$ cat src/u8cp_pkg.sv
// Shared types, byte classes and Windows-1252 fallback tables for the UTF-8 sanitizer.
// No dependencies; imported by every module of the block.
`default_nettype none

package u8cp_pkg;

    // Byte class, decided in the front part from the lead-byte bit pattern
    typedef enum logic [2:0] {
        CLS_ASCII,
        CLS_CONT,
        CLS_LEAD2,
        CLS_LEAD3,
        CLS_LEAD4,
        CLS_BAD
    } cls_t;

    // One input byte after classification
    typedef struct packed {
        logic [7:0] data;
        logic       last;
        cls_t       cls;
    } item_t;

    // Engine write into the output queue
    typedef struct packed {
        logic       emit;   // a result byte is written this cycle
        logic [7:0] data;
        logic       start;
        logic       fin;    // all results of the current input are written
    } wr_t;

    localparam logic [7:0] MASK_LEAD2 = 8'hE0;
    localparam logic [7:0] PAT_LEAD2  = 8'hC0;
    localparam logic [7:0] MASK_LEAD3 = 8'hF0;
    localparam logic [7:0] PAT_LEAD3  = 8'hE0;
    localparam logic [7:0] MASK_LEAD4 = 8'hF8;
    localparam logic [7:0] PAT_LEAD4  = 8'hF0;
    localparam logic [7:0] MASK_CONT  = 8'hC0;
    localparam logic [7:0] PAT_CONT   = 8'h80;
    localparam logic [7:0] LEAD_C2    = 8'hC2;
    localparam logic [7:0] LEAD_C3    = 8'hC3;
    localparam logic [7:0] LATIN_OFS  = 8'h40;
    localparam logic [7:0] NBSP_CODE  = 8'hA0;
    localparam logic [7:0] LATIN_CODE = 8'hC0;

    function automatic cls_t classify(input logic [7:0] b);
        cls_t c;
        if (!b[7])
            c = CLS_ASCII;
        else if ((b & MASK_CONT) == PAT_CONT)
            c = CLS_CONT;
        else if ((b & MASK_LEAD2) == PAT_LEAD2)
            c = CLS_LEAD2;
        else if ((b & MASK_LEAD3) == PAT_LEAD3)
            c = CLS_LEAD3;
        else if ((b & MASK_LEAD4) == PAT_LEAD4)
            c = CLS_LEAD4;
        else
            c = CLS_BAD;
        return c;
    endfunction

    // Sequence length implied by a class; 0 for bytes that cannot lead
    function automatic logic [2:0] seq_len(input cls_t c);
        logic [2:0] l;
        case (c)
            CLS_ASCII: l = 3'd1;
            CLS_LEAD2: l = 3'd2;
            CLS_LEAD3: l = 3'd3;
            CLS_LEAD4: l = 3'd4;
            default:   l = 3'd0;
        endcase
        return l;
    endfunction

    // Windows-1252 0x80..0x9F as UTF-8, first byte in the top lane
    function automatic logic [23:0] cp_row(input logic [4:0] idx);
        logic [23:0] r;
        case (idx)
            5'h00: r = 24'hE282AC;
            5'h02: r = 24'hE2809A;
            5'h03: r = 24'hC69200;
            5'h04: r = 24'hE2809E;
            5'h05: r = 24'hE280A6;
            5'h06: r = 24'hE280A0;
            5'h07: r = 24'hE280A1;
            5'h08: r = 24'hCB8600;
            5'h09: r = 24'hE280B0;
            5'h0A: r = 24'hC5A000;
            5'h0B: r = 24'hE280B9;
            5'h0C: r = 24'hC59200;
            5'h0E: r = 24'hC5BD00;
            5'h11: r = 24'hE28098;
            5'h12: r = 24'hE28099;
            5'h13: r = 24'hE2809C;
            5'h14: r = 24'hE2809D;
            5'h15: r = 24'hE280A2;
            5'h16: r = 24'hE28093;
            5'h17: r = 24'hE28094;
            5'h18: r = 24'hCB9C00;
            5'h19: r = 24'hE284A2;
            5'h1A: r = 24'hC5A100;
            5'h1B: r = 24'hE280BA;
            5'h1C: r = 24'hC59300;
            5'h1E: r = 24'hC5BE00;
            5'h1F: r = 24'hC5B800;
            default: r = 24'h000000;  // undefined codes
        endcase
        return r;
    endfunction

    function automatic logic [1:0] cp_len(input logic [4:0] idx);
        logic [1:0] l;
        case (idx)
            5'h01, 5'h0D, 5'h0F, 5'h10, 5'h1D:
                l = 2'd0;
            5'h03, 5'h08, 5'h0A, 5'h0C, 5'h0E, 5'h18, 5'h1A, 5'h1C, 5'h1E, 5'h1F:
                l = 2'd2;
            default:
                l = 2'd3;
        endcase
        return l;
    endfunction

    // Number of bytes a fallback lead expands to (b is 0x80 or above)
    function automatic logic [1:0] fb_len(input logic [7:0] b);
        return (b < NBSP_CODE) ? cp_len(b[4:0]) : 2'd2;
    endfunction

    // Byte k of the fallback expansion of b
    function automatic logic [7:0] fb_byte(input logic [7:0] b, input logic [1:0] k);
        logic [23:0] row;
        logic [7:0]  r;
        row = cp_row(b[4:0]);
        if (b < NBSP_CODE) begin
            case (k)
                2'd0:    r = row[23:16];
                2'd1:    r = row[15:8];
                default: r = row[7:0];
            endcase
        end else if (b < LATIN_CODE) begin
            r = (k == 2'd0) ? LEAD_C2 : b;
        end else begin
            r = (k == 2'd0) ? LEAD_C3 : b - LATIN_OFS;
        end
        return r;
    endfunction

endpackage

`default_nettype wire

$ cat src/utf8_sanitizer_cp1252_fallback_top.sv
// Top level of the UTF-8 sanitizer with Windows-1252 fallback.
// Depends on u8cp_pkg, u8cp_front, u8cp_engine and u8cp_outq.
`default_nettype none

//  channel  | ports                              | transfer when
//  ---------+------------------------------------+--------------------
//  input    | push, full, in_byte, in_last       | push && !full
//  result   | empty, pop, out_byte, char_start,  | pop && !empty
//           | run_last                           |
//
//  The engine makes one engine step per cycle while the result queue is not full,
//  and each step writes at most one result byte.
//  Results of an input show on the result side once all of them are written.
//  Reset clears all queue pointers and the held count; held bytes need no clear.
//  A full result queue stalls the engine; the input queue then fills and raises
//  full. Either side may stall at any time without loss.

module utf8_sanitizer_cp1252_fallback_top #(
    parameter int IN_DEPTH  = 4,
    parameter int OUT_DEPTH = 16   // at least 12: one input's results must fit
) (
    input  wire logic        clk,
    input  wire logic        rst_n,
    input  wire logic        push,
    output logic             full,
    input  wire logic [7:0]  in_byte,
    input  wire logic        in_last,
    output logic             empty,
    input  wire logic        pop,
    output logic [7:0]       out_byte,
    output logic             char_start,
    output logic             run_last
);
    import u8cp_pkg::*;

    item_t  item;
    logic   item_valid;
    logic   item_take;
    wr_t    wr;
    logic   wr_full;

    // classify and queue incoming bytes
    u8cp_front #(
        .DEPTH      (IN_DEPTH)
    ) u_front (
        .clk        (clk),
        .rst_n      (rst_n),
        .push       (push),
        .full       (full),
        .in_byte    (in_byte),
        .in_last    (in_last),
        .item_valid (item_valid),
        .item       (item),
        .item_take  (item_take)
    );

    // validate sequences, hold partial ones, expand fallback leads
    u8cp_engine u_engine (
        .clk        (clk),
        .rst_n      (rst_n),
        .item_valid (item_valid),
        .item       (item),
        .item_take  (item_take),
        .out_full   (wr_full),
        .wr         (wr)
    );

    // result bytes, released per input with run_last on the final one
    u8cp_outq #(
        .DEPTH      (OUT_DEPTH)
    ) u_outq (
        .clk        (clk),
        .rst_n      (rst_n),
        .wr         (wr),
        .wr_full    (wr_full),
        .empty      (empty),
        .pop        (pop),
        .out_byte   (out_byte),
        .char_start (char_start),
        .run_last   (run_last)
    );

endmodule

`default_nettype wire

$ cat src/u8cp_front.sv
// Front part: input queue that classifies each byte as it is pushed.
// Depends on u8cp_pkg (item_t, classify).
`default_nettype none

module u8cp_front #(
    parameter int DEPTH = 4
) (
    input  wire logic            clk,
    input  wire logic            rst_n,
    input  wire logic            push,
    output logic                 full,
    input  wire logic [7:0]      in_byte,
    input  wire logic            in_last,
    output logic                 item_valid,
    output u8cp_pkg::item_t      item,
    input  wire logic            item_take
);
    import u8cp_pkg::*;

    localparam int AW = (DEPTH > 1) ? $clog2(DEPTH) : 1;
    localparam int CW = $clog2(DEPTH + 1);

    item_t           slot_reg [DEPTH];
    logic [AW-1:0]   wr_reg, wr_next;
    logic [AW-1:0]   rd_reg, rd_next;
    logic [CW-1:0]   cnt_reg, cnt_next;
    logic            do_push;
    logic            do_pop;

    assign full       = (cnt_reg == CW'(DEPTH));
    assign item_valid = (cnt_reg != '0);
    assign item       = slot_reg[rd_reg];
    assign do_push    = push && !full;
    assign do_pop     = item_take && item_valid;

    always_comb
    begin
        wr_next  = wr_reg;
        rd_next  = rd_reg;
        if (do_push)
        begin
            wr_next = (wr_reg == AW'(DEPTH - 1)) ? '0 : wr_reg + 1'b1;
        end
        if (do_pop)
        begin
            rd_next = (rd_reg == AW'(DEPTH - 1)) ? '0 : rd_reg + 1'b1;
        end
        cnt_next = cnt_reg + CW'(do_push) - CW'(do_pop);
    end

    always_ff @(posedge clk or negedge rst_n)
    begin
        if (!rst_n)
        begin
            wr_reg  <= '0;
            rd_reg  <= '0;
            cnt_reg <= '0;
        end
        else
        begin
            wr_reg  <= wr_next;
            rd_reg  <= rd_next;
            cnt_reg <= cnt_next;
        end
    end

    always_ff @(posedge clk)
    begin
        if (do_push)
        begin
            slot_reg[wr_reg] <= '{data: in_byte, last: in_last, cls: classify(in_byte)};
        end
    end

endmodule

`default_nettype wire

$ cat src/u8cp_engine.sv
// Back part: walks held bytes plus the new byte, at most one result byte per cycle.
// Depends on u8cp_pkg (item_t, wr_t, seq_len, fb_len, fb_byte).
`default_nettype none

module u8cp_engine (
    input  wire logic            clk,
    input  wire logic            rst_n,
    input  wire logic            item_valid,
    input  wire u8cp_pkg::item_t item,
    output logic                 item_take,
    input  wire logic            out_full,
    output u8cp_pkg::wr_t        wr
);
    import u8cp_pkg::*;

    // working buffer of the current input
    logic        busy_reg, busy_next;
    logic [2:0]  n_reg, n_next;
    logic [1:0]  p_reg, p_next;
    logic [1:0]  k_reg, k_next;
    logic        last_reg, last_next;
    logic [7:0]  buf_reg [4];
    cls_t        cls_reg [4];
    // incomplete sequence carried to the next input
    logic [7:0]  held_reg [3];
    cls_t        hcls_reg [3];
    logic [1:0]  hcnt_reg, hcnt_next;

    logic [7:0]  cur_buf [4];
    cls_t        cur_cls [4];
    logic [2:0]  cur_n;
    logic [1:0]  cur_p;
    logic [1:0]  cur_k;
    logic        cur_last;
    logic        src_valid;

    logic [7:0]  b;
    logic [2:0]  len;
    logic [2:0]  avail;
    logic        ok;
    logic        complete;
    logic        is_ascii;
    logic        is_seq;
    logic        is_hold;
    logic [1:0]  flen;
    logic        emit;
    logic [7:0]  emit_byte;
    logic        final_sub;
    logic [2:0]  adv;
    logic [2:0]  new_p;
    logic        fin;
    logic        go;
    logic [2:0]  pos;

    // current view: registered buffer, or held bytes plus the queue head
    always_comb
    begin
        if (busy_reg)
        begin
            cur_buf   = buf_reg;
            cur_cls   = cls_reg;
            cur_n     = n_reg;
            cur_p     = p_reg;
            cur_k     = k_reg;
            cur_last  = last_reg;
            src_valid = 1'b1;
        end
        else
        begin
            cur_buf[0] = (hcnt_reg == 2'd0) ? item.data : held_reg[0];
            cur_cls[0] = (hcnt_reg == 2'd0) ? item.cls  : hcls_reg[0];
            cur_buf[1] = (hcnt_reg == 2'd1) ? item.data : held_reg[1];
            cur_cls[1] = (hcnt_reg == 2'd1) ? item.cls  : hcls_reg[1];
            cur_buf[2] = (hcnt_reg == 2'd2) ? item.data : held_reg[2];
            cur_cls[2] = (hcnt_reg == 2'd2) ? item.cls  : hcls_reg[2];
            cur_buf[3] = item.data;
            cur_cls[3] = item.cls;
            cur_n      = {1'b0, hcnt_reg} + 3'd1;
            cur_p      = 2'd0;
            cur_k      = 2'd0;
            cur_last   = item.last;
            src_valid  = item_valid;
        end
    end

    // decode of the sequence that starts at the current position
    always_comb
    begin
        b     = cur_buf[cur_p];
        len   = seq_len(cur_cls[cur_p]);
        avail = cur_n - {1'b0, cur_p};
        ok    = 1'b1;
        for (int j = 1; j < 4; j++)
        begin
            if ((3'(j) < len) && (3'(j) < avail)
                && (cur_cls[cur_p + 2'(j)] != CLS_CONT))
            begin
                ok = 1'b0;
            end
        end
        complete = ok && (avail >= len);
        is_ascii = (len == 3'd1);
        is_seq   = (len >= 3'd2) && complete;
        is_hold  = (len >= 3'd2) && ok && !complete && !cur_last;
        flen     = fb_len(b);
        pos      = {1'b0, cur_p} + {1'b0, cur_k};
    end

    // what this step emits and how far it moves
    always_comb
    begin
        if (is_ascii)
        begin
            emit      = 1'b1;
            emit_byte = b;
            final_sub = 1'b1;
            adv       = 3'd1;
        end
        else if (is_seq)
        begin
            emit      = 1'b1;
            emit_byte = cur_buf[pos[1:0]];
            final_sub = ({1'b0, cur_k} == len - 3'd1);
            adv       = len;
        end
        else if (is_hold)
        begin
            emit      = 1'b0;
            emit_byte = b;
            final_sub = 1'b1;
            adv       = 3'd0;
        end
        else
        begin
            // fallback: undefined codes expand to nothing
            emit      = (flen != 2'd0);
            emit_byte = fb_byte(b, cur_k);
            final_sub = (flen == 2'd0) || (cur_k == flen - 2'd1);
            adv       = 3'd1;
        end
        new_p = {1'b0, cur_p} + adv;
        fin   = is_hold || (final_sub && (new_p == cur_n));
        go    = src_valid && !out_full;
    end

    assign item_take = go && !busy_reg;
    assign wr = '{emit: go && emit, data: emit_byte, start: (cur_k == 2'd0),
                  fin: go && fin};

    always_comb
    begin
        busy_next = busy_reg;
        n_next    = n_reg;
        p_next    = p_reg;
        k_next    = k_reg;
        last_next = last_reg;
        hcnt_next = hcnt_reg;
        if (go)
        begin
            busy_next = !fin;
            n_next    = cur_n;
            last_next = cur_last;
            p_next    = final_sub ? new_p[1:0] : cur_p;
            k_next    = final_sub ? 2'd0 : cur_k + 2'd1;
            if (fin)
            begin
                hcnt_next = is_hold ? avail[1:0] : 2'd0;
            end
        end
    end

    always_ff @(posedge clk or negedge rst_n)
    begin
        if (!rst_n)
        begin
            busy_reg <= 1'b0;
            n_reg    <= '0;
            p_reg    <= '0;
            k_reg    <= '0;
            last_reg <= 1'b0;
            hcnt_reg <= '0;
        end
        else
        begin
            busy_reg <= busy_next;
            n_reg    <= n_next;
            p_reg    <= p_next;
            k_reg    <= k_next;
            last_reg <= last_next;
            hcnt_reg <= hcnt_next;
        end
    end

    always_ff @(posedge clk)
    begin
        if (go && !busy_reg)
        begin
            buf_reg <= cur_buf;
            cls_reg <= cur_cls;
        end
        if (go && is_hold)
        begin
            for (int i = 0; i < 3; i++)
            begin
                held_reg[i] <= cur_buf[cur_p + 2'(i)];
                hcls_reg[i] <= cur_cls[cur_p + 2'(i)];
            end
        end
    end

endmodule

`default_nettype wire

$ cat src/u8cp_outq.sv
// Result queue with a commit point: results of one input become visible together.
// Depends on u8cp_pkg (wr_t).
`default_nettype none

module u8cp_outq #(
    parameter int DEPTH = 16
) (
    input  wire logic            clk,
    input  wire logic            rst_n,
    input  wire u8cp_pkg::wr_t   wr,
    output logic                 wr_full,
    output logic                 empty,
    input  wire logic            pop,
    output logic [7:0]           out_byte,
    output logic                 char_start,
    output logic                 run_last
);
    import u8cp_pkg::*;

    localparam int AW = (DEPTH > 1) ? $clog2(DEPTH) : 1;
    localparam int CW = $clog2(DEPTH + 1);

    logic [7:0]     data_reg  [DEPTH];
    logic           start_reg [DEPTH];
    logic           rl_reg    [DEPTH];
    logic [AW-1:0]  wr_reg, wr_next;
    logic [AW-1:0]  rd_reg, rd_next;
    logic [CW-1:0]  total_reg, total_next;   // written, not yet read
    logic [CW-1:0]  commit_reg, commit_next; // visible, not yet read
    logic [AW-1:0]  prev_idx;
    logic           do_pop;

    assign wr_full    = (total_reg == CW'(DEPTH));
    assign empty      = (commit_reg == '0);
    assign do_pop     = pop && !empty;
    assign out_byte   = data_reg[rd_reg];
    assign char_start = start_reg[rd_reg];
    assign run_last   = rl_reg[rd_reg];
    assign prev_idx   = (wr_reg == '0) ? AW'(DEPTH - 1) : wr_reg - 1'b1;

    always_comb
    begin
        wr_next = wr_reg;
        rd_next = rd_reg;
        if (wr.emit)
        begin
            wr_next = (wr_reg == AW'(DEPTH - 1)) ? '0 : wr_reg + 1'b1;
        end
        if (do_pop)
        begin
            rd_next = (rd_reg == AW'(DEPTH - 1)) ? '0 : rd_reg + 1'b1;
        end
        total_next  = total_reg + CW'(wr.emit) - CW'(do_pop);
        commit_next = wr.fin ? total_next : commit_reg - CW'(do_pop);
    end

    always_ff @(posedge clk or negedge rst_n)
    begin
        if (!rst_n)
        begin
            wr_reg     <= '0;
            rd_reg     <= '0;
            total_reg  <= '0;
            commit_reg <= '0;
        end
        else
        begin
            wr_reg     <= wr_next;
            rd_reg     <= rd_next;
            total_reg  <= total_next;
            commit_reg <= commit_next;
        end
    end

    always_ff @(posedge clk)
    begin
        if (wr.emit)
        begin
            data_reg[wr_reg]  <= wr.data;
            start_reg[wr_reg] <= wr.start;
            rl_reg[wr_reg]    <= wr.fin;
        end
        else if (wr.fin && (total_reg != commit_reg))
        begin
            // input ended without a byte this cycle: tag its last written byte
            rl_reg[prev_idx] <= 1'b1;
        end
    end

endmodule

`default_nettype wire

$ cat config.mk
export PLATFORM = sky130hd
export DESIGN_NAME = utf8_sanitizer_cp1252_fallback_top
export DESIGN_NICKNAME = d
export VERILOG_FILES = /design/src/u8cp_pkg.sv /design/src/utf8_sanitizer_cp1252_fallback_top.sv /design/src/u8cp_front.sv /design/src/u8cp_engine.sv /design/src/u8cp_outq.sv
export SDC_FILE = /design/constraint.sdc
export NUM_CORES = 1
export LEC_CHECK = 0
export BUFFER_PORTS_ARGS = -buffer_cell sky130_fd_sc_hd__buf_4
export CORE_MARGIN = 3
export CORE_UTILIZATION = 45
export CTS_CLUSTER_DIAMETER = 30
export DETAILED_ROUTE_END_ITERATION = 16
export GPL_ROUTABILITY_DRIVEN = 1
export GPL_TIMING_DRIVEN = 0
export PLACE_DENSITY = 0.6
export SLEW_MARGIN = 20
export SYNTH_ARGS = -nofsm -noshare
export SYNTH_HDL_FRONTEND = slang
export SYNTH_SLANG_ARGS = --single-unit
$ cat constraint.sdc
create_clock -name clk -period 12 [get_ports clk]
set_input_delay 1.8 -clock clk [delete_from_list [all_inputs] [get_ports clk]]
set_output_delay 1.8 -clock clk [all_outputs]
set_load 0.03 [all_outputs]
After elaboration in Yosys (flattened, before gate mapping):

Memory sizes are Yosys's and may differ from the RTL's.
Index checks and enable logic that the tools add are counted.

* register bits: 80
* memory bits (writable): 241
* bits in read-only memories: 736
* output and inout port bits: 12
* logic and storage cells: 220
* memories: 8

Memory list
* (no name shown): depth 32, bits a word 21, rd ports 1, clocked after memory_dff 0, write ports 0, line u8cp_pkg.sv:79 `case (idx)`
* u_outq.data_reg: depth 16, bits a word 8, rd ports 1, clocked after memory_dff 0, write ports 1, line u8cp_outq.sv:23 `logic [7:0] data_reg [DEPTH];`
* (no name shown): depth 32, bits a word 2, rd ports 1, clocked after memory_dff 0, write ports 0, line u8cp_pkg.sv:114 `case (idx)`
* u_front.slot_reg: depth 4, bits a word 12, rd ports 1, clocked after memory_dff 0, write ports 1, line u8cp_front.sv:23 `item_t slot_reg [DEPTH];`
* u_engine.held_reg: depth 3, bits a word 8, rd ports 3, clocked after memory_dff 0, write ports 3, line u8cp_engine.sv:25 `logic [7:0] held_reg [3];`
* u_outq.rl_reg: depth 16, bits a word 1, rd ports 1, clocked after memory_dff 0, write ports 1, line u8cp_outq.sv:25 `logic rl_reg [DEPTH];`
* 2 more memories

* add/sub/neg operators: 21
* magnitude comparators: 15
* eq/ne operators: 24
* multiplexer cells: 86
* bitwise logic cells: 5
* reductions and logical operators: 40

Operator list (count)
* $mux W8: 18
* $bmux W8 S2: 4
* $mux W3: 19
* $mux W32: 1
* $bmux W3 S2: 4
* $mux W1: 24
* $logic_and A1 B1 Y1: 21
* $lt A8 B8 Y1 const B: 2
* $mux W2: 8
* $mux W4: 4
* $pmux W8 S2: 1
* $ge A3 B3 Y1 const B: 5
* $not A2 Y3: 5
* $eq A4 B4 Y1 const B: 3
* $lt A2 B3 Y1 const A: 4
* $mux W12: 1
* $pmux W3 S4: 1
* $eq A5 B5 Y1 const B: 2
* $sub A5 B1 Y5: 2
* $eq A3 B3 Y1 const B: 3
* $ne A3 B1 Y1 const B: 3
* $add A2 B1 Y2 const B: 4
* $add A4 B1 Y4 const B: 2
* $eq A2 B2 Y1 const B: 4
* 33 further kinds: 46

Depth between registers and ports, before layout:

Gate-level depths: netlist of run 1.

* word-level depth: 32
* gate-level depth with buffers: 32
* gate-level depth less buffers: 28

Hierarchy:

From an unflattened synthesis of run 1, not the netlist that was laid out.

* cell total of the unflattened synthesis: 1262
* area, all modules: 16772.3 um^2

Modules (own cells, without submodules)
* u8cp_outq: instances 1, cells an instance 472, area each 7709.9 um^2, sequential area each 5255.0 um^2
* u8cp_engine: instances 1, cells an instance 682, area each 6836.6 um^2, sequential area each 2587.5 um^2
* u8cp_front: instances 1, cells an instance 108, area each 2225.9 um^2, sequential area each 1616.6 um^2

Worst setup path before layout of run 1:

OpenSTA, ideal clock, no wires.

* path kind: reg-to-reg
* from: reg u_engine.busy_reg
* to: mem u_outq.rl_reg[4] (enable)
* setup time: 0.292 ns
* arrival: 6.268 ns
* required time: 11.708 ns
* path slack: 5.439 ns
* stages on the path, launching flop included: 29
* path buffers: 6
* period minus slack after synthesis: 6.561 ns
* path through: dfrtp_1 > buf_2 > buf_1 > buf_2 > buf_2 > clkbuf_1 > nand2_1 > inv_1 > ha_1 > inv_1 > fa_1 > xor2_1 > ha_1 > nor2_1 > o211ai_1 > o21ai_0 > o21ai_1 > nor3_1 > a2111o_1 > ha_1 > inv_1 > fa_1 > xnor2_1 > nor3_1 > nand4_2 > and2_1 > buf_6 > o41ai_1 > o211a_1

* cells in the longest elaborated chain, start to end: 31
* elaborated cells on any way between the ends: 98

RTL lines
* start: declaration: line u8cp_engine.sv:17 `logic busy_reg, busy_next;`
* start signal: assignment: line u8cp_engine.sv:185 `busy_reg <= busy_next;`
* $mux W2: line u8cp_engine.sv:58 `if (busy_reg)`
* $not A2 Y3 (not written as such): line u8cp_engine.sv:89, u8cp_engine.sv:90
* $bmux W3 S2: line u8cp_engine.sv:90 `len = seq_len(cur_cls[cur_p]);`
* $mux W3 (not written as such) (2 in series): line u8cp_engine.sv:90
* $eq A3 B3 Y1 (tied with other cells): line u8cp_pkg.sv:66 `case (c)`
* $pmux W3 S4: line u8cp_pkg.sv:66
* $lt A1 B3 Y1: line u8cp_engine.sv:95 `if ((3'(j) < len) && (3'(j) < avail)`
* $logic_and A1 B1 Y1: line u8cp_engine.sv:95
* (+14 left out)
* $logic_or A1 B1 Y1: line u8cp_engine.sv:142 `fin = is_hold || (final_sub && (new_p == cur_n));`
* $logic_and A1 B1 Y1: line u8cp_engine.sv:148 `fin: go && fin};`
* $logic_and A1 B1 Y1: line u8cp_outq.sv:83 `else if (wr.fin && (total_reg != commit_reg))`
* $mux W1: line u8cp_outq.sv:83
* $mux W1: line u8cp_outq.sv:77 `if (wr.emit)`
* $mux W1 (not written as such): line u8cp_outq.sv:86 `rl_reg[prev_idx] <= 1'b1;`
* $reduce_or A1 Y1 (no source line)
* $mux W4 (no source line) or $mux W1 (tied branches)
* end: declaration: line u8cp_outq.sv:25

Several ways; a longest one is shown, not always the timed one. The select of a mux whose other input is x is not followed.

Worst setup path in the final report of run 1:

* from: reg u_engine.busy_reg
* to: mem u_outq.rl_reg[7] (enable)

The elaborated chain is that of the path after synthesis.

==> flow_summary_export.csv, run 1 <==
group,metric,value,unit
critical_path,rr_endpoint,"u_outq.rl_reg[7]",
cells_and_area,drive_gt1_share,20.99,%
die,die_y,198.5,microns
logic_synthesis,synth_top_family_by_area,"multiplexers",
cells_and_area,mostFrequentLayoutCell,"edfxtp_1",
clock_tree,cts_tree,"built",
critical_path,required,12.30,ns
placement,pre_cts_ws,3.243,ns
clock_tree,path_clk_slew,0.05,ns
clock_tree,cts-root-buf,"clkbuf_16",
logic_synthesis,synthFlopType,"edfxtp_1",
grt,grt_overflow,0,
die,rows,69,
logic_synthesis,synth_seq_area_share,56.73,%
sta,finalHoldViolCount,0,
logic_synthesis,ys_ff_latch,321,
sta,period_needed,9.041,ns
critical_path,critPathCapture,"u_outq.rl_reg[7]",
die,die_area,39400,sq um
sta,setup_violations,0,
cells_and_area,multiInputGateArea,6716,sq um
sta,maxSlewViolCount,0,
drt,num_vias,11470,
drt,avgViaCountPerCell,5.977,
critical_path,timing.critical_path.fanout_max,10,
die,core,36000,sq um
clock_tree,htreeDepth,3,
drt,firstDrtPassIters,6,
grt,grt_max_degree,37,
critical_path,arrival,9.34,ns
drt,ant_nets,0,
placement,port-buffer-count,24,
grt,grt_pass1_vias,11510,
die,die_w,198.5,microns
cells_and_area,fin_nets,1455,
clock_tree,post_cts_resized,0,
hold_path,hp-class,"reg -> reg",
grt,grt_pass1_wl,68880,microns
logic_synthesis,yosys-mux-area-fraction,14.64,%
drt,wire_per_inst,23.09,microns
sta,tns,0,ns
clock_tree,numCtsBuffers,75,
flow_run,drv_cap,0,
cells_and_area,fillCellCount,2866,
critical_path,crit_path_start,"u_engine.busy_reg",
logic_synthesis,synth_xor_area_share,1.366,%
cells_and_area,regArea,9459,sq um
drt,wl,44310,microns
placement,dp.cells,1780,
die,ioPinCount,25,
critical_path,critPathLaunchType,"flip-flop",
critical_path,r2r_slack,2.96,ns
cells_and_area,fin_cells,1919,
sta,slew_headroom,25.16,%
critical_path,cp-end-kind,"flip-flop",
clock_tree,clock_latency,0.59,ns
drt,drc,0,
clock_tree,clk_path_buf_depth,3,
critical_path,reg2reg_from,"u_engine.busy_reg",
placement,gp_congestion,0.9005,
clock_tree,post_cts_buffers,0,
clock_tree,cts_hold_buffers,0,
logic_synthesis,yosysTopAreaCell,"edfxtp_1",
logic_synthesis,ys_types,78,
critical_path,path_class,"reg -> reg",
logic_synthesis,synth_nets,1339,
placement,hpwl,30630,microns
sta,grt_setup_unrepaired,"false",
sta,finClkSkew,0.02446,ns
sta,post-route-period-util,75.34,%
logic_synthesis,synth_area_leaders,"edfxtp_1 51%, mux4_2 10%, dfrtp_1 5.4%",
logic_synthesis,synthesis.area,16670,sq um
logic_synthesis,async_reset_ff_share,11.21,%
cells_and_area,final_cell_mix,"285 x edfxtp_1, 122 x nand2_1, 79 x clkbuf_16, 76 x mux4_2, 76 x nor2_1",
critical_path,slowest_stage,"clkbuf_1",
sta,worst_pin_slew,1.108,ns
cells_and_area,areaGrowthSynthToFinish,21.44,%
logic_synthesis,syn_avg_cell_area,13.03,sq um
sta,fin_ws,2.959,ns
grt,antenna_found_initial,0,
critical_path,slowest_delay,0.63,ns
logic_synthesis,ys_warn_count,0,
critical_path,reg2regPathDepth,28,
logic_synthesis,synth_cells,1280,
logic_synthesis,synth_edf_count,285,
run_status,status,"finished clean",
drt,drt_iter0_drc,1088,
grt,grt_usage,22.97,%
logic_synthesis,synthAdderAreaFrac,3.632,%
sta,max_freq,110.6,MHz
logic_synthesis,synth_compound_area_share,10.78,%
clock_tree,cts.sinks,321,
cells_and_area,diodes,0,
cells_and_area,largest_reg_flops,128,
sta,hold_ws,0.4850,ns
logic_synthesis,synth_top_area_share,51.33,%
die,start_util,46.31,%
logic_synthesis,synthSimpleGateAreaFrac,9.320,%
==> worst min-delay path by stage <==
stage,start,endpoint,slack [ns],cells after the start
after floorplan,u_engine.n_reg[1],u_engine.n_reg[1],0.44,2
after global placement,u_engine.n_reg[1],u_engine.n_reg[1],0.46,2
after detailed placement,u_engine.n_reg[1],u_engine.n_reg[1],0.47,2
after CTS,u_engine.n_reg[1],u_engine.n_reg[1],0.48,2
after global routing,u_engine.n_reg[1],u_engine.n_reg[1],0.50,2
final,u_engine.n_reg[1],u_engine.n_reg[1],0.48,2
==> cell usage after synthesis (21+ instances only) <==
| master | instances |
|---|---|
| edfxtp_1 | 285 |
| nand2_1 | 122 |
| nor2_1 | 77 |
| a21oi_1 | 76 |
| mux4_2 | 76 |
| inv_1 | 62 |
| o21ai_0 | 60 |
| clkbuf_1 | 51 |
| mux2i_1 | 50 |
| ha_1 | 42 |
| dfrtp_1 | 36 |
| nor2b_1 | 28 |
| and2_1 | 21 |
==> stage by stage <==
| stage | instance area, sq um | util [%] |
|---|---|---|
| floorplan | 16670 | - |
| global placement | 17430 | 48.42 |
| detailed placement | 17660 | 49.05 |
| CTS | 20240 | 56.21 |
| global route | 20250 | 56.24 |
| finish | 20250 | 56.24 |
==> critical path, delay by kind of cell (launching register included) <==
kind | cells | cell delay (ns)
AOI/OAI and AO/OA | 5 | 1.48
and+or+nand+nor | 6 | 2.10
buffers and inverters | 9 | 2.73
muxes | 1 | 0.18
adders and majority gates | 5 | 1.51
xor gates and xnor gates | 2 | 0.40
DFF | 1 | 0.31
==> cells by family (layout without fill, tap and decap cells) <==
family | after synthesis | in the layout
compound gates | 270 | 270
xor+xnor | 26 | 26
fa+ha+maj | 46 | 46
buf+inv | 142 | 320
flops | 321 | 321
mux | 146 | 146
simple gates | 329 | 329
==> per-layer routing <==
| metal | global-route usage, % | part of all wire (%) | up-vias | wire length [microns] |
|---|---|---|---|---|
| met5 | 0 | 0 | - | 0 |
| met2 | 35.16 | 46 | 504 | 20470 |
| met3 | 4.709 | 8.0 | 89 | 3529 |
| li1 | - | - | 5151 | - |
| met1 | 32.91 | 43 | 5725 | 19220 |
| met4 | 8.225 | 2.5 | 0 | 1096 |
==> layout make-up <==
| cell class | instances | area share, % |
|---|---|---|
| multi-input combinational | 817 | 33.17 |
| clock inverter | 49 | 2.571 |
| clock buffer | 90 | 10.16 |
| buffer | 76 | 1.687 |
| timing repair buffer | 39 | 1.619 |
| inverter | 66 | 1.224 |
| sequential | 321 | 46.72 |
| tap | 461 | 2.849 |
Power of run 1 is not shown: default switching activity piles up to over one toggle a cycle in this logic, so the estimate is an artifact.
==> inputs of run 2 (changes only) <==
==> constraint.sdc (replaced) <==
create_clock -name clk -period 9.45 [get_ports clk]
set_input_delay 1.4175 -clock clk [delete_from_list [all_inputs] [get_ports clk]]
set_output_delay 1.4175 -clock clk [all_outputs]
set_load 0.03 [all_outputs]
==> run 2 against run 1 <==
  * Setup slack lost 2.0 ns
  * Die area is the same
  * Register-to-register slack lost 2.0 ns
  * Final area is essentially flat
  * Count of clock-buffer cells in the layout is the same
  * Via count grew 0.51%
  * First-iteration DRC count shrank 5.1%
  * Critical endpoint unchanged
==> flow_summary_export.csv, run 2 (synthesis gave the netlist of run 1 again) <==
group,metric,value,unit
run_status,status,"finished clean",
grt,grt_usage,22.97,%
critical_path,critPathLaunchType,"flip-flop",
die,core,36000,sq um
critical_path,timing.critical_path.fanout_max,19,
die,rows,69,
sta,post-route-period-util,89.52,%
clock_tree,htreeDepth,3,
sta,tns,0,ns
clock_tree,numCtsBuffers,75,
cells_and_area,fin_nets,1454,
sta,finalHoldViolCount,0,
grt,antenna_found_initial,0,
sta,setup_violations,0,
drt,ant_nets,0,
clock_tree,cts_tree,"built",
clock_tree,cts.sinks,321,
cells_and_area,mostFrequentLayoutCell,"edfxtp_1",
drt,num_vias,11530,
die,ioPinCount,25,
sta,finClkSkew,0.02595,ns
critical_path,critPathCapture,"u_outq.rl_reg[7]",
clock_tree,clock_latency,0.59,ns
drt,drc,0,
critical_path,rr_endpoint,"u_outq.rl_reg[7]",
sta,slew_headroom,20.96,%
placement,hpwl,30630,microns
clock_tree,post_cts_resized,0,
placement,port-buffer-count,24,
critical_path,cp-end-kind,"flip-flop",
placement,gp_congestion,0.9005,
grt,grt_overflow,0,
cells_and_area,largest_reg_flops,128,
die,die_area,39400,sq um
critical_path,crit_path_start,"u_engine.busy_reg",
cells_and_area,areaGrowthSynthToFinish,21.42,%
clock_tree,clk_path_buf_depth,3,
critical_path,reg2regPathDepth,27,
clock_tree,path_clk_slew,0.05,ns
cells_and_area,drive_gt1_share,21.00,%
critical_path,path_class,"reg -> reg",
grt,grt_max_degree,37,
drt,firstDrtPassIters,6,
die,die_w,198.5,microns
critical_path,r2r_slack,0.99,ns
drt,wire_per_inst,23.05,microns
clock_tree,cts-root-buf,"clkbuf_16",
drt,wl,44220,microns
cells_and_area,regArea,9459,sq um
sta,period_needed,8.459,ns
sta,worst_pin_slew,1.170,ns
sta,maxSlewViolCount,0,
cells_and_area,multiInputGateArea,6716,sq um
flow_run,drv_cap,0,
cells_and_area,final_cell_mix,"285 x edfxtp_1, 122 x nand2_1, 79 x clkbuf_16, 76 x mux4_2, 76 x nor2_1",
grt,grt_pass1_vias,11510,
critical_path,arrival,8.76,ns
grt,grt_pass1_wl,68880,microns
hold_path,hp-class,"reg -> reg",
drt,avgViaCountPerCell,6.010,
critical_path,reg2reg_from,"u_engine.busy_reg",
sta,grt_setup_unrepaired,"false",
cells_and_area,diodes,0,
cells_and_area,fillCellCount,2866,
die,start_util,46.31,%
sta,max_freq,118.2,MHz
drt,drt_iter0_drc,1033,
die,die_y,198.5,microns
critical_path,required,9.75,ns
==> run 2: changes by cell type in the layout (fill, tap and decap cells not counted), sizes merged <==
| cell | before | now |
|---|---|---|
| clkbuf | 141 | 140 |
==> run 2: per-layer routing <==
metal / GRT usage, % / vias to the layer above / part of all wire [%]
met5: 0 / - / 0
met4: 8.225 / 0 / 2.7
met3: 4.709 / 98 / 7.2
met2: 35.16 / 491 / 46
met1: 32.91 / 5787 / 44
li1: - / 5152 / -
==> run 2: layout make-up <==
cell class              instances  share of cell area [%]
plain buffers                  75                   1.669
clock buffers                  90                   10.17
clock inverters                49                   2.571
inverters                      66                   1.224
multi-input cells             817                   33.18
flip-flops and latches        321                   46.72
well taps                     461                   2.849
repair buffers                 39                   1.619
==> run 2: timing repair <==
item | in CTS | in global routing
hold buffers | 0 | 0
setup endpoints to repair | 0 | 4
setup buffers | 0 | 0
==> run 2: worst min-delay path by stage <==
stage | startpoint | endpoint | slack, ns | depth (start not counted)
after floorplan | u_engine.n_reg[1] | u_engine.n_reg[1] | 0.44 | 2
after global placement | u_engine.n_reg[1] | u_engine.n_reg[1] | 0.46 | 2
after detailed placement | u_engine.n_reg[1] | u_engine.n_reg[1] | 0.47 | 2
after CTS | u_engine.n_reg[1] | u_engine.n_reg[1] | 0.48 | 2
after global routing | u_engine.n_reg[1] | u_engine.n_reg[1] | 0.50 | 2
final | u_engine.n_reg[1] | u_engine.n_reg[1] | 0.48 | 2
==> run 2: critical path, stage by stage, from the launching register on <==
cell and delay [ns]:
dfrtp_1 0.31, buf_2 0.24, buf_1 0.45, buf_2 0.47
buf_2 0.51, nand2_1 0.47, inv_1 0.29, ha_1 0.19
inv_1 0.05, fa_1 0.41, xor2_1 0.25, ha_1 0.27
mux2i_1 0.20, a21oi_1 0.09, nor4_1 0.63, o21ai_1 0.33
nor3_1 0.26, a2111o_1 0.18, ha_1 0.14, inv_1 0.05
fa_1 0.49, xnor2_1 0.15, nor3_1 0.19, nand4_2 0.25
and2_1 0.24, buf_6 0.13, o41ai_1 0.63, o211a_1 0.27
==> run 2: through the flow <==
| stage | worst slack [ns] | area (sq um) | cells | hold WS (ns) | utilization [%] |
|---|---|---|---|---|---|
| 2_1_floorplan | 2.889 | 16670 | 1280 | 0.4402 | - |
| 3_3_place_gp | 0.7073 | 17430 | 1765 | 0.4577 | 48.42 |
| 3_5_place_dp | 0.6929 | 17660 | 1780 | 0.4670 | 49.05 |
| 4_1_cts | 0.6475 | 20240 | 1919 | 0.4789 | 56.21 |
| 5_1_grt | 0.4505 | 20240 | 1918 | 0.5026 | 56.23 |
| 6_report | 0.9907 | 20240 | 1918 | 0.4831 | 56.23 |
Power of run 2 is left out for the same reason.
==> inputs of run 3 (changes only) <==
--- a/config.mk
+++ b/config.mk
@@ -7,12 +7,12 @@
 export LEC_CHECK = 0
 export BUFFER_PORTS_ARGS = -buffer_cell sky130_fd_sc_hd__buf_4
 export CORE_MARGIN = 3
-export CORE_UTILIZATION = 45
+export CORE_UTILIZATION = 50
 export CTS_CLUSTER_DIAMETER = 30
 export DETAILED_ROUTE_END_ITERATION = 16
 export GPL_ROUTABILITY_DRIVEN = 1
 export GPL_TIMING_DRIVEN = 0
-export PLACE_DENSITY = 0.6
+export PLACE_DENSITY = 0.66
 export SLEW_MARGIN = 20
 export SYNTH_ARGS = -nofsm -noshare
 export SYNTH_HDL_FRONTEND = slang
==> run 3 against run 2 <==
  * Flip-flop and latch count stayed put
  * Critical path type unchanged
  * First-iteration DRC count is 27% higher
  * Clock skew is 0.0049 ns higher
  * Non-clock buffer count is 1 lower
  * Die area is 9.7% lower
  * Cell count is 0.94% lower
==> flow_summary_export.csv, run 3 (synthesis gave the netlist of run 1 again) <==
group,metric,value,unit
critical_path,critPathBufInv,9,
drt,num_vias,11760,
drt,drt_iter0_drc,1315,
sta,finClkSkew,0.03081,ns
critical_path,critPathLaunchType,"flip-flop",
placement,port-buffer-count,24,
clock_tree,path_clk_slew,0.05,ns
sta,max_freq,113.6,MHz
clock_tree,cts_tree,"built",
sta,post-route-period-util,93.15,%
sta,maxSlewViolCount,0,
sta,period_needed,8.802,ns
drt,ant_nets,0,
placement,dp.cells,1759,
cells_and_area,fin_cells,1900,
grt,antenna_found_initial,0,
drt,drc,0,
die,die_y,188.6,microns
clock_tree,htreeDepth,3,
clock_tree,numCtsBuffers,76,
flow_run,drv_cap,0,
drt,dr_wl_met3,3654,microns
clock_tree,cts_hold_buffers,0,
cells_and_area,largest_reg_flops,128,
grt,grt_pass1_vias,11680,
critical_path,path_class,"reg -> reg",
cells_and_area,finalInstanceArea,20390,sq um
drt,m1WireLength,18580,microns
sta,hold_ws,0.4791,ns
hold_path,hp-class,"reg -> reg",
sta,worst_pin_slew,1.030,ns
drt,wire_per_inst,23.30,microns
cells_and_area,mostFrequentLayoutCell,"edfxtp_1",
clock_tree,cts-root-buf,"clkbuf_16",
sta,tns,0,ns
critical_path,timing.critical_path.fanout_max,10,
die,start_util,50.99,%
grt,grt_overflow,0,
die,ioPinCount,25,
critical_path,arrival,9.09,ns
critical_path,cp-end-kind,"flip-flop",
drt,wl_met2,20950,microns
run_status,status,"finished clean",
die,die_w,188.6,microns
grt,grt_max_degree,37,
drt,firstDrtPassIters,5,
critical_path,critPathTopFamily,"buffers and inverters",
placement,hpwl,29970,microns
die,rows,66,
drt,dr.max_layer_used,"met4",
cells_and_area,final_cell_mix,"285 x edfxtp_1, 122 x nand2_1, 76 x mux4_2, 76 x nor2_1, 76 x clkbuf_16",
clock_tree,clock_latency,0.58,ns
cells_and_area,fillCellCount,2512,
grt,grt_usage,25.08,%
sta,slew_headroom,31.08,%
critical_path,slowest_stage,"a2111oi_1",
placement,place_area,17610,sq um
cells_and_area,areaGrowthSynthToFinish,22.31,%
cells_and_area,drive_gt1_share,21.12,%
sta,setup_violations,0,
sta,grt_setup_unrepaired,"false",
clock_tree,clk_path_buf_depth,3,
clock_tree,cts.sinks,321,
clock_tree,post_cts_buffers,0,
cells_and_area,diodes,0,
die,die_area,35570,sq um
placement,gp_congestion,0.9120,
critical_path,slowest_delay,0.75,ns
drt,avgViaCountPerCell,6.187,
cells_and_area,fin_nets,1454,
grt,grt_pass1_wl,68810,microns
die,core,32700,sq um
drt,wl,44280,microns
sta,finalHoldViolCount,0,
critical_path,required,9.73,ns
clock_tree,post_cts_resized,0,
-- run 3: cell count changes in the layout (fill, tap and decap cells not counted), moves of 3 or more --
cell        previous run  this run
bufinv_16              7        15
clkinv_1               7         4
clkbuf_16             79        76
clkinvlp_4             8        13
clkinv_2              13         8
clkbuf_1              57        60
-- run 3: final timing paths --
kind,from,endpoint,slack [ns],depth (start not counted)
max in group asynchronous,rst_n,u_engine.p_reg[0],8.26,1
worst min-delay path,u_engine.k_reg[0],u_engine.k_reg[0],0.48,2
min in group asynchronous,rst_n,u_outq.commit_reg[4],0.82,1
worst max-delay path,u_engine.busy_reg,u_outq.rl_reg[6],0.65,28
worst min register to register,u_engine.k_reg[0],u_engine.k_reg[0],0.48,2
worst max register to register,u_engine.busy_reg,u_outq.rl_reg[6],0.65,28
-- run 3: layout make-up --
class | count | area (sq um) | area share [%]
Buffer | 76 | 342.8 | 1.681
Clock buffer | 87 | 1963 | 9.626
Clock inverter | 54 | 790.8 | 3.878
Inverter | 66 | 247.7 | 1.215
Multi-Input combinational cell | 817 | 6716 | 32.93
Sequential cell | 321 | 9459 | 46.38
Tap cell | 442 | 553.0 | 2.712
Timing Repair Buffer | 37 | 320.3 | 1.571
-- run 3: worst min-delay path: cells and delay by family (launching register included) --
family           cells  cell delay [ns]
AO/OA/AOI/OAI        1             0.05
flip-flops           1             0.34
AND/OR/NAND/NOR      1             0.05
-- run 3: stage by stage --
step                      utilization [%]  worst slack [ns]
after floorplan                         -             2.889
after global placement              53.23            0.8489
after detailed placement            53.86            0.8257
after CTS                           62.28            0.7787
after global routing                62.36            0.1959
final                               62.36            0.6477
-- run 3: layer usage --
metal	track usage, %	up-vias
met5	0	-
met4	8.221	0
met3	4.744	95
met2	39.98	633
met1	35.14	5869
li1	-	5159
Power of run 3 is left out for the same reason.
